**src/sv/psl_pkg.sv**
```systemverilog
// shared types, constants and helper functions of the connection limiter
`default_nettype none
package psl_pkg;

  localparam int unsigned TableEntriesDefault = 64;

  // entries compared per table row read
  localparam int unsigned Lanes = 8;
  localparam int unsigned LaneW = 3;

  localparam int unsigned AddrW   = 32;
  localparam int unsigned CountW  = 16;
  localparam int unsigned VerdW   = 3;
  localparam int unsigned CfgIdxW = 1;
  localparam int unsigned CfgW    = 16;
  localparam int unsigned InW     = 32;
  localparam int unsigned OutW    = 40;

  localparam logic [CountW-1:0] CountMax = '1;

  typedef enum logic [VerdW-1:0] {
    VERD_ADMIT    = 3'd0,
    VERD_TOO_MANY = 3'd1,
    VERD_PER_IP   = 3'd2,
    VERD_FULL     = 3'd3,
    VERD_CLOSED   = 3'd4,
    VERD_UNKNOWN  = 3'd5
  } verdict_e;

  typedef enum logic [CfgIdxW-1:0] {
    CFG_TOTAL_LIMIT      = 1'b0,
    CFG_PER_SOURCE_LIMIT = 1'b1
  } cfg_reg_e;

  typedef enum logic [2:0] {
    CTL_CLEAR,
    CTL_IDLE,
    CTL_SCAN,
    CTL_DRAIN,
    CTL_COMMIT
  } ctl_state_e;

  typedef struct packed {
    logic valid;
    logic [AddrW-1:0] addr;
    logic [CountW-1:0] count;
  } entry_t;

  // controller to datapath
  typedef struct packed {
    logic clr;     // write an invalid entry to every lane of the row
    logic rd;      // read the row for the search
    logic load;    // capture the request and restart the search
    logic commit;  // update the table and present the result
  } psl_cmd_t;

  // datapath to controller
  typedef struct packed {
    logic out_busy;
  } psl_sts_t;

  function automatic logic [CountW-1:0] sat_inc(input logic [CountW-1:0] v);
    sat_inc = (v == CountMax) ? v : v + CountW'(1);
  endfunction

  function automatic logic [CountW-1:0] sat_dec(input logic [CountW-1:0] v);
    sat_dec = (v == '0) ? v : v - CountW'(1);
  endfunction

  // lowest set lane
  function automatic logic [LaneW-1:0] first_lane(input logic [Lanes-1:0] v);
    logic [LaneW-1:0] idx;
    idx = '0;
    for (int i = Lanes - 1; i >= 0; i--) begin
      if (v[i]) idx = LaneW'(i);
    end
    first_lane = idx;
  endfunction

endpackage
`default_nettype wire

```
**src/sv/per_source_connection_limiter.sv**
```systemverilog
// top level of the per-source connection limiter
//
//  channel   direction  signals                         contents
//  s_axis    in         tvalid tready tdata tuser       one open/close request
//  m_axis    out        tvalid tready tdata             one verdict per request
//  cfg       in         valid ready index data          limit register writes
//
// an accepted request is scanned over all Rows rows, then drained and committed, Rows being
// ceil(TABLE_ENTRIES / 8): the entry table is a single-port memory read one
// row of 8 entries per cycle, and every row is searched for the source
// address and the lowest free entry before the single commit cycle
// after reset a clearing pass writes every row invalid before the
// first request is taken; limit writes are taken at any time
// a result waits in the output register while the next request is accepted
// and scanned; commit holds only while that register is full and m_axis_tready is low
`default_nettype none
module per_source_connection_limiter #(
  parameter int unsigned TABLE_ENTRIES = psl_pkg::TableEntriesDefault
) (
  input  wire                          clk_i,
  input  wire                          rst_ni,
  // request in
  input  wire                          s_axis_tvalid,
  output logic                         s_axis_tready,
  input  wire [psl_pkg::InW-1:0]       s_axis_tdata,   // [31:0] source_address
  input  wire                          s_axis_tuser,   // [0] mode: 0 open, 1 close
  // result out
  output logic                         m_axis_tvalid,
  input  wire                          m_axis_tready,
  output logic [psl_pkg::OutW-1:0]     m_axis_tdata,   // [2:0] verdict, [18:3] total_now,
                                                       // [34:19] source_now, zero pad
  // limit register writes
  input  wire                          cfg_valid_i,
  output logic                         cfg_ready_o,
  input  wire [psl_pkg::CfgIdxW-1:0]   cfg_index_i,
  input  wire [psl_pkg::CfgW-1:0]      cfg_data_i
);
  import psl_pkg::*;

  // table geometry: rows of eight entries
  localparam int unsigned Rows = (TABLE_ENTRIES + Lanes - 1) / Lanes;
  localparam int unsigned RowW = (Rows > 1) ? $clog2(Rows) : 1;

  psl_cmd_t cmd;
  psl_sts_t sts;
  logic [RowW-1:0] row;

  // limit registers never stall
  assign cfg_ready_o = 1'b1;

  psl_ctrl #(
    .Rows (Rows),
    .RowW (RowW)
  ) u_ctrl (
    .clk_i      (clk_i),
    .rst_ni     (rst_ni),
    .in_valid_i (s_axis_tvalid),
    .in_ready_o (s_axis_tready),
    .sts_i      (sts),
    .cmd_o      (cmd),
    .row_o      (row)
  );

  psl_dp #(
    .TableEntries (TABLE_ENTRIES),
    .Rows         (Rows),
    .RowW         (RowW)
  ) u_dp (
    .clk_i       (clk_i),
    .rst_ni      (rst_ni),
    .cmd_i       (cmd),
    .row_i       (row),
    .sts_o       (sts),
    .in_mode_i   (s_axis_tuser),
    .in_addr_i   (s_axis_tdata),
    .cfg_we_i    (cfg_valid_i & cfg_ready_o),
    .cfg_index_i (cfg_index_i),
    .cfg_data_i  (cfg_data_i),
    .out_valid_o (m_axis_tvalid),
    .out_ready_i (m_axis_tready),
    .out_data_o  (m_axis_tdata)
  );

endmodule
`default_nettype wire

```
**src/sv/psl_ctrl.sv**
```systemverilog
// controller state machine: table clear, row scan and commit sequencing
`default_nettype none
module psl_ctrl #(
  parameter int unsigned Rows = 8,
  parameter int unsigned RowW = 3
) (
  input  wire                  clk_i,
  input  wire                  rst_ni,
  input  wire                  in_valid_i,
  output logic                 in_ready_o,
  input  psl_pkg::psl_sts_t    sts_i,
  output psl_pkg::psl_cmd_t    cmd_o,
  output logic [RowW-1:0]      row_o
);
  import psl_pkg::*;

  ctl_state_e state_q, state_d;
  logic [RowW-1:0] row_q, row_d;
  logic last_row;

  assign last_row = (row_q == RowW'(Rows - 1));
  assign row_o    = row_q;

  always_ff @(posedge clk_i or negedge rst_ni) begin
    if (!rst_ni) begin
      state_q <= CTL_CLEAR;
      row_q   <= '0;
    end else begin
      state_q <= state_d;
      row_q   <= row_d;
    end
  end

  always_comb begin
    state_d    = state_q;
    row_d      = row_q;
    cmd_o      = '0;
    in_ready_o = 1'b0;
    case (state_q)
      CTL_CLEAR: begin
        cmd_o.clr = 1'b1;
        if (last_row) begin
          row_d   = '0;
          state_d = CTL_IDLE;
        end else begin
          row_d = row_q + RowW'(1);
        end
      end
      CTL_IDLE: begin
        in_ready_o = 1'b1;
        if (in_valid_i) begin
          cmd_o.load = 1'b1;
          row_d      = '0;
          state_d    = CTL_SCAN;
        end
      end
      CTL_SCAN: begin
        cmd_o.rd = 1'b1;
        if (last_row) begin
          row_d   = '0;
          state_d = CTL_DRAIN;
        end else begin
          row_d = row_q + RowW'(1);
        end
      end
      CTL_DRAIN: begin
        state_d = CTL_COMMIT;
      end
      CTL_COMMIT: begin
        if (!sts_i.out_busy) begin
          cmd_o.commit = 1'b1;
          state_d      = CTL_IDLE;
        end
      end
      default: begin
        state_d = CTL_IDLE;
      end
    endcase
  end

endmodule
`default_nettype wire

```
**src/sv/psl_dp.sv**
```systemverilog
// datapath: entry table, row search, counters, limits and result register
`default_nettype none
module psl_dp #(
  parameter int unsigned TableEntries = psl_pkg::TableEntriesDefault,
  parameter int unsigned Rows         = 8,
  parameter int unsigned RowW         = 3
) (
  input  wire                          clk_i,
  input  wire                          rst_ni,
  input  psl_pkg::psl_cmd_t            cmd_i,
  input  wire [RowW-1:0]               row_i,
  output psl_pkg::psl_sts_t            sts_o,
  input  wire                          in_mode_i,
  input  wire [psl_pkg::AddrW-1:0]     in_addr_i,
  input  wire                          cfg_we_i,
  input  wire [psl_pkg::CfgIdxW-1:0]   cfg_index_i,
  input  wire [psl_pkg::CfgW-1:0]      cfg_data_i,
  output logic                         out_valid_o,
  input  wire                          out_ready_i,
  output logic [psl_pkg::OutW-1:0]     out_data_o
);
  import psl_pkg::*;

  localparam int unsigned IdxW = RowW + LaneW;

  // entry table, one row of lanes per read
  entry_t tbl_q [Rows][Lanes];
  entry_t rd_q [Lanes];
  logic [RowW-1:0] rd_row_q;
  logic rd_vld_q;

  logic [RowW-1:0] wr_row;
  logic [Lanes-1:0] wr_en;
  entry_t wr_data;

  // captured request and search results
  logic mode_q;
  logic [AddrW-1:0] addr_q;
  logic hit_q, free_q;
  logic [IdxW-1:0] hit_idx_q, free_idx_q;
  logic [CountW-1:0] hit_cnt_q;

  logic [CountW-1:0] total_q, total_d;
  logic [CfgW-1:0] total_limit_q, per_source_limit_q;

  logic out_valid_q;
  logic [OutW-1:0] out_data_q;

  logic [Lanes-1:0] lane_hit, lane_free;
  logic [LaneW-1:0] hit_lane, free_lane;

  // commit results
  logic [IdxW-1:0] slot;
  logic slot_we;
  logic [CountW-1:0] src;
  logic entry_keep;
  verdict_e verdict;

  always_ff @(posedge clk_i) begin
    for (int l = 0; l < Lanes; l++) begin
      if (wr_en[l]) tbl_q[wr_row][l] <= wr_data;
    end
  end

  always_ff @(posedge clk_i) begin
    if (cmd_i.rd) begin
      for (int l = 0; l < Lanes; l++) begin
        rd_q[l] <= tbl_q[row_i][l];
      end
    end
    rd_row_q <= row_i;
  end

  always_ff @(posedge clk_i or negedge rst_ni) begin
    if (!rst_ni) rd_vld_q <= 1'b0;
    else         rd_vld_q <= cmd_i.rd;
  end

  // per-lane compare on the row just read; lanes past the table end never match
  always_comb begin
    for (int l = 0; l < Lanes; l++) begin
      logic present;
      present = ({1'b0, rd_row_q, LaneW'(l)} < (IdxW + 1)'(TableEntries));
      lane_hit[l]  = present && rd_q[l].valid && (rd_q[l].addr == addr_q);
      lane_free[l] = present && !rd_q[l].valid;
    end
    hit_lane  = first_lane(lane_hit);
    free_lane = first_lane(lane_free);
  end

  always_ff @(posedge clk_i or negedge rst_ni) begin
    if (!rst_ni) begin
      hit_q  <= 1'b0;
      free_q <= 1'b0;
    end else if (cmd_i.load) begin
      hit_q  <= 1'b0;
      free_q <= 1'b0;
    end else if (rd_vld_q) begin
      if (!hit_q && |lane_hit)   hit_q  <= 1'b1;
      if (!free_q && |lane_free) free_q <= 1'b1;
    end
  end

  always_ff @(posedge clk_i) begin
    if (cmd_i.load) begin
      mode_q <= in_mode_i;
      addr_q <= in_addr_i;
    end
    if (rd_vld_q && !hit_q && |lane_hit) begin
      hit_idx_q <= {rd_row_q, hit_lane};
      hit_cnt_q <= rd_q[hit_lane].count;
    end
    if (rd_vld_q && !free_q && |lane_free) begin
      free_idx_q <= {rd_row_q, free_lane};
    end
  end

  // event update and verdict
  always_comb begin
    slot       = hit_idx_q;
    slot_we    = 1'b0;
    src        = '0;
    entry_keep = 1'b1;
    if (!mode_q) begin
      total_d = sat_inc(total_q);
      if (hit_q) begin
        slot_we = 1'b1;
        src     = sat_inc(hit_cnt_q);
      end else if (free_q) begin
        slot    = free_idx_q;
        slot_we = 1'b1;
        src     = CountW'(1);
      end
      if (total_limit_q != '0 && total_d > total_limit_q) begin
        verdict = VERD_TOO_MANY;
      end else if (!hit_q && !free_q) begin
        verdict = VERD_FULL;
      end else if (per_source_limit_q != '0 && src > per_source_limit_q) begin
        verdict = VERD_PER_IP;
      end else begin
        verdict = VERD_ADMIT;
      end
    end else begin
      total_d = sat_dec(total_q);
      if (hit_q) begin
        slot_we    = 1'b1;
        src        = sat_dec(hit_cnt_q);
        entry_keep = (src != '0);
        verdict    = VERD_CLOSED;
      end else begin
        verdict = VERD_UNKNOWN;
      end
    end
  end

  // write port: clearing sweep or single-entry commit
  always_comb begin
    if (cmd_i.clr) begin
      wr_row  = row_i;
      wr_en   = '1;
      wr_data = '0;
    end else begin
      wr_row  = slot[IdxW-1:LaneW];
      wr_en   = '0;
      wr_en[slot[LaneW-1:0]] = cmd_i.commit && slot_we;
      wr_data.valid = entry_keep;
      wr_data.addr  = addr_q;
      wr_data.count = src;
    end
  end

  always_ff @(posedge clk_i or negedge rst_ni) begin
    if (!rst_ni) begin
      total_q            <= '0;
      total_limit_q      <= '0;
      per_source_limit_q <= '0;
    end else begin
      if (cmd_i.commit) total_q <= total_d;
      if (cfg_we_i) begin
        case (cfg_reg_e'(cfg_index_i))
          CFG_TOTAL_LIMIT:      total_limit_q      <= cfg_data_i;
          CFG_PER_SOURCE_LIMIT: per_source_limit_q <= cfg_data_i;
          default: ;
        endcase
      end
    end
  end

  always_ff @(posedge clk_i or negedge rst_ni) begin
    if (!rst_ni) begin
      out_valid_q <= 1'b0;
    end else if (cmd_i.commit) begin
      out_valid_q <= 1'b1;
    end else if (out_ready_i) begin
      out_valid_q <= 1'b0;
    end
  end

  always_ff @(posedge clk_i) begin
    if (cmd_i.commit) begin
      out_data_q <= {(OutW - VerdW - 2 * CountW)'(0), src, total_d, verdict};
    end
  end

  assign sts_o.out_busy = out_valid_q && !out_ready_i;
  assign out_valid_o    = out_valid_q;
  assign out_data_o     = out_data_q;

endmodule
`default_nettype wire
```
**config.mk**
```make
export PLATFORM = sky130hd
export DESIGN_NAME = per_source_connection_limiter
export DESIGN_NICKNAME = d
export VERILOG_FILES = /design/src/sv/psl_pkg.sv /design/src/sv/per_source_connection_limiter.sv /design/src/sv/psl_ctrl.sv /design/src/sv/psl_dp.sv
export SDC_FILE = /design/constraint.sdc
export NUM_CORES = 2
export LEC_CHECK = 0
export BUFFER_PORTS_ARGS = -buffer_cell sky130_fd_sc_hd__buf_4
export CAP_MARGIN = 20
export CELL_PAD_IN_SITES_DETAIL_PLACEMENT = 1
export CELL_PAD_IN_SITES_GLOBAL_PLACEMENT = 2
export CORE_MARGIN = 1.5
export CORE_UTILIZATION = 51
export DETAILED_ROUTE_END_ITERATION = 16
export PLACE_DENSITY_LB_ADDON = 0.1
export SETUP_SLACK_MARGIN = 0.3
export SLEW_MARGIN = 10
export SYNTH_ARGS = -nofsm -noshare
export SYNTH_HDL_FRONTEND = slang
export SYNTH_SLANG_ARGS = --single-unit
```
**constraint.sdc**
```tcl
create_clock -name clk_i -period 14.14 [get_ports clk_i]
set_clock_uncertainty 0.15 [all_clocks]
set_input_delay 2.121 -clock clk_i [delete_from_list [all_inputs] [get_ports clk_i]]
set_output_delay 2.121 -clock clk_i [all_outputs]
set_load 0.01 [all_outputs]
```
# --- After elaboration in Yosys (flattened, before gate mapping) ---
# Memories as Yosys holds them, arrays and structs flattened. A register that Yosys moved wholly into a read port is not among the register bits.
# Cells that the tools add are included.
word_totals:
  elab_cells: 188
  mem_count: 2
  ff_bits: 141
  ram_bits: 3528
  input_bits: 55
  out_inout_bits: 43
classes:
  n_reduce_logical: 53
  eq_ne: 19
  mux: 85
  bitwise: 2
  addsub: 5
  n_lt_le_gt_ge: 4
memory_table:
  columns: ["name", "depth", "word_bits", "read_ports", "rd_clocked_by_memory_dff", "write_ports", "line", "text"]
  rows:
  - ["u_dp.tbl_q", 8, 392, 1, 0, 1, "psl_dp.sv:27", "entry_t tbl_q [Rows][Lanes];"]
  - ["u_dp.rd_q", 8, 49, 9, 1, 8, "psl_dp.sv:28", "entry_t rd_q [Lanes];"]
ops:
  columns: ["operator", "n"]
  rows:
  - ["32-bit equality test", 8]
  - ["16-bit two-way mux", 9]
  - ["3-bit two-way mux", 22]
  - ["49-bit two-way mux", 1]
  - ["16-bit nonzero test", 3]
  - ["1-bit two-way mux", 43]
  - ["16-bit by 1-bit adder with 16-bit output, second input constant", 2]
  - ["16-bit equality test, second input constant", 2]
  - ["16-bit > comparator", 2]
  - ["16-bit logical NOT", 2]
  - ["16-bit by 1-bit subtractor with 16-bit output, second input constant", 2]
  - ["1-bit logical AND", 20]
  - ["6-bit two-way mux", 3]
  - ["8-bit OR reduction", 2]
  - ["3-bit case mux with 5 select lines", 1]
  - ["2-bit AND reduction", 6]
  - ["1-bit logical NOT", 11]
  - ["2-bit nonzero test", 5]
  - ["8-bit AND", 1]
  - ["8-bit two-way mux", 1]
  - ["4-bit AND reduction", 2]
  - ["3-bit by 2-bit equality test with 1-bit output, second input constant", 2]
  - ["3-bit equality test, second input constant", 2]
  - ["2-bit two-way mux", 3]
  - ["11 further kinds", 13]

# --- Depth between registers and ports, before layout ---
depth:
  ltp_word: 11
  ltp_mapped: 20

# --- Cells and area by module ---
# From an unflattened synthesis, not the netlist that was laid out.
unflattened:
  cells_unflattened: 6536
  area_unflattened_um2: 142765.7
by_module_without_submodules:
  columns: ["module", "area_each_um2", "cells_per_inst", "n_inst", "seq_area_each_um2"]
  rows:
  - ["psl_dp", 142414.1, 6494, 1, 110185.7]
  - ["psl_ctrl", 340.3, 40, 1, 150.1]
  - ["per_source_connection_limiter", 11.3, 2, 1, 0.0]

# --- Worst setup path after synthesis ---
# Ideal clock, no wire load.
synth_timing:
  path_type: "reg-to-reg"
  startpoint: "register u_ctrl.state_q[2]"
  endpoint: "register u_dp.rd_vld_q"
  period_less_slack_ps: 10904
  t_arrival_ps: 9676
  n_path_buf: 1
  path_stages_with_launch: 4
  path_slack_ps: 3236
  cell_sequence: "dfrtp_1 clkbuf_1 nor2_1 and2_1"
synth_rtl:
  columns: ["item", "line", "text"]
  rows:
  - ["start: declaration", "psl_ctrl.sv:17", "ctl_state_e state_q, state_d;"]
  - ["start signal: assignment", "psl_ctrl.sv:29", "state_q <= state_d;"]
  - ["end signal: assignment", "psl_dp.sv:76", "else rd_vld_q <= cmd_i.rd;"]
  - ["end: declaration", "psl_dp.sv:30", "logic rd_vld_q;"]

# --- Final worst setup path ---
layout_timing:
  startpoint: "input m_axis_tready"
  endpoint: "memory u_dp.tbl_q[3][288] in the netlist's numbering (enable)"
layout_via:
  elab_chain_cells: 9
layout_lines:
  columns: ["item", "line", "text"]
  rows:
  - ["start: declaration", "per_source_connection_limiter.sv:29", "input wire m_axis_tready,"]
  - ["1-bit logical NOT", "psl_dp.sv:205", "assign sts_o.out_busy = out_valid_q && !out_ready_i;"]
  - ["1-bit logical AND", "psl_dp.sv:205", null]
  - ["1-bit two-way mux", "psl_ctrl.sv:70", "if (!sts_i.out_busy) begin"]
  - ["1-bit two-way mux", "psl_ctrl.sv:39", "case (state_q)"]
  - ["1-bit logical AND", "psl_dp.sv:165", "wr_en[slot[LaneW-1:0]] = cmd_i.commit && slot_we;"]
  - ["8-bit AND (no line)", null, null]
  - ["8-bit two-way mux", "psl_dp.sv:158", "if (cmd_i.clr) begin"]
  - ["1-bit two-way mux", "psl_dp.sv:61", "if (wr_en[l]) tbl_q[wr_row][l] <= wr_data;"]
  - ["1-bit two-way mux (implied by the code)", "psl_dp.sv:61", null]
  - ["end: declaration", "psl_dp.sv:27", null]
# No other way between the ends.

==> run_results.csv <==
group,metric,value,unit
floorplanning,die_x,532.1,microns
sta,fmax,175.7,MHz
worst_setup_path,worstPathArrival,6.10,ns
drt,drt-wirelength-per-cell,35.82,microns
yosys,post_synth.cell_area_avg,21.92,sq um
layout,drive_above_1_share,0.3080,
clocking,cts_tree,"done",
clocking,root_buffer,"clkbuf_16",
floorplanning,core,278900,sq um
sta,setup_violations,0,
clocking,clk_latency,0.95,ns
layout,stdcell_count,10930,
drt,first_pass_iters,5,
yosys,synthTopCellsByArea,"edfxtp_1, mux4_2, mux2_2",
placed_design,io_buffers,91,
global_routing,grt_first_pass_wirelength,553.9,mm
clocking,clk_pin_slew_worst_paths,0.06,ns
yosys,synth_cell_type_count,67,
sta,tns,0,ns
layout,final_nets,6981,
yosys,synth_most_common_cell,"edfxtp_1",
floorplanning,rows,194,
sta,period_share,0.4026,
clocking,cts_resized,0,
worst_setup_path,startpoint_type,"primary input",
yosys,synth_edf_count,3624,
yosys,synth_top_area_frac,0.7622,
drt,drtAntennaViolNets,0,
sta,worst_pin_slew,1.188,ns
sta,fin_crit,5.693,ns
clocking,cts_setup_buffers,0,
yosys,yosys.area.top_type,"edfxtp_1",
drt,postRouteWirelength,391.5,mm
layout,syn2layout_area_growth,13.17,%
sta,rsz0062_at_grt,"no",
drt,via_per_inst,6.261,
power,irDropWorstVdd,0.0001697,V
worst_hold_path,hold_path_class,"reg2reg",
outcome,outcome,"finished, final reports clean",
sta,max_slew_margin,0.2082,
floorplanning,die_h,532.1,microns
yosys,ys_warn_count,0,
worst_setup_path,required,14.54,ns
power,p_leak,51.51,nW
sta,maxSlewViolCount,0,
global_routing,track_usage,0.2779,
yosys,synth_area,142800,sq um
global_routing,antenna_found_initial,16,
worst_setup_path,critPathMaxFanout,26,
clocking,cts_made_buffers,381,
worst_setup_path,path_class,"in2reg",
yosys,synthCells,6513,
placed_design,globalplace.congestion,0.8021,
clocking,clkSinkCount,3685,
yosys,netlist_top_cells_count,"edfxtp_1, mux4_2, mux2_2",
worst_setup_path,end_kind,"flop",
yosys,ys_ff_latch,3685,
sta,holdWs,0.2925,ns
drt,dr_total_vias,68430,
drt,dr.first_iter.drc_count,7122,
job,drv_cap,0,
global_routing,grt_remaining_overflow,0,
floorplanning,io_pins,98,
floorplanning,start_util,0.5119,
yosys,yosysSeqAreaShare,0.7728,
yosys,async_flop_share,0.01574,
global_routing,grt_max_degree,129,
placed_design,hpwlAfterDp,220.9,mm
layout,fill_cells,22980,
clocking,htreeDepth,5,
floorplanning,dieArea,283100,sq um
placed_design,placed_cells,10220,
clocking,cts_hold_buf,0,
power,p_per_area,232.7,nW/um^2
sta,hold_violations,0,
drt,drc,0,
global_routing,grt_pass1_vias,71620,
yosys,synthFlopType,"edfxtp_1",
clocking,clock_path_buffers,4,
flip-flops by register name, summed over array words and instances (netlist names), 3 cells and up:
signal                   cells
u_dp.total_q                16
u_ctrl.state_q               3
u_dp.rd_row_q                3
u_dp.total_limit_q          16
u_dp.hit_idx_q               6
u_dp.tbl_q                3136
u_dp.out_data_o             35
u_dp.addr_q                 32
u_dp.rd_q                  392
u_dp.hit_cnt_q              16
u_dp.free_idx_q              6
u_ctrl.row_o                 3
u_dp.per_source_limit_q     16
layout make-up:
class | instances | area (sq um) | share of cell area
Antenna cell | 3 | 7.507 | 0.00004646
Clock buffer | 479 | 10130 | 0.06271
Clock inverter | 219 | 2003 | 0.01240
Inverter | 76 | 285.3 | 0.001766
Multi-Input combinational cell | 2435 | 31660 | 0.1959
Sequential cell | 3685 | 110300 | 0.6830
Tap cell | 3724 | 4659 | 0.02884
Timing Repair Buffer | 308 | 2480 | 0.01535
critical path, stage by stage:
cell	delay, ns
buf_4	0.09
nand2b_1	0.15
nand3_1	0.63
a21oi_1	1.05
a21oi_2	0.45
nor2_4	0.97
buf_4	0.58
cell usage in the layout, fill, tap and decap left out, drive strengths merged, types with 111 or more instances in the layout:
cell	synthesis	layout
nor4	115	115
clkbuf	180	479
xor2	208	208
edfxtp	3624	3624
mux2	416	416
nand2	111	111
nor2	143	143
buf	141	308
clkinv	1	163
mux4	784	784
final timing paths:
kind                       slack (ns)  cells after the start                                 end                         from
setup / recovery                 8.45                      7        u_dp.tbl_q[3][288]$_DFFE_PP_                m_axis_tready
hold / removal                   0.29                      0        u_dp.free_idx_q[5]$_DFFE_PP_     u_dp.rd_row_q[2]$_DFF_P_
setup reg to reg                 8.74                      6          u_dp.rd_q[6][28]$_DFFE_PP_  u_ctrl.row_o[0]$_DFFE_PN0P_
hold reg to reg                  0.29                      0        u_dp.free_idx_q[5]$_DFFE_PP_     u_dp.rd_row_q[2]$_DFF_P_
max in group asynchronous       11.89                      1         u_ctrl.row_o[0]$_DFFE_PN0P_                       rst_ni
min in group asynchronous        1.21                      1  u_dp.total_limit_q[10]$_DFFE_PN0P_                       rst_ni
per-layer routing:
| layer | GRT usage | part of all wire | vias to the layer above |
|---|---|---|---|
| li1 | - | - | 27720 |
| met5 | 0 | 0 | - |
| met2 | 0.4494 | 0.49 | 2494 |
| met3 | 0.03980 | 0.066 | 504 |
| met1 | 0.4040 | 0.42 | 37710 |
| met4 | 0.06461 | 0.024 | 0 |
through the flow:
| stage | util | area, sq um | setup WS (ns) | power, W |
|---|---|---|---|---|
| 2_1_floorplan | - | 142800 | 3.236 | 0.02367 |
| 3_3_place_gp | 0.5352 | 149300 | 7.556 | 0.02767 |
| 3_5_place_dp | 0.5355 | 149400 | 7.445 | 0.02807 |
| 4_1_cts | 0.5790 | 161500 | 8.449 | 0.03794 |
| 5_1_grt | 0.5793 | 161600 | 8.249 | 0.03893 |
| 6_report | 0.5793 | 161600 | 8.447 | 0.03760 |
cell families (layout without fill, tap and decap cells):
| kind of cell | Yosys count | count (layout) | share of synthesized area |
|---|---|---|---|
| and+or+nand+nor | 641 | 641 | 0.02406 |
| xor gates and xnor gates | 312 | 312 | 0.01914 |
| DFF | 3685 | 3685 | 0.7728 |
| other | 2 | 9 | 0.00005260 |
| buffers and inverters | 397 | 1082 | 0.01209 |
| muxes | 1223 | 1223 | 0.1581 |
| AOI/OAI and AO/OA | 214 | 214 | 0.01034 |
| adders and majority gates | 39 | 39 | 0.003418 |
power by group:
part / internal [W] / total, W / switching, W
Clock: 0.00569 / 0.00985 / 0.00416
Combinational: 0.00404 / 0.0108 / 0.00679
Sequential: 0.0161 / 0.0169 / 0.000850
Total: 0.0258 / 0.0376 / 0.0118
Note: power is estimated with default switching activity, not from simulation.
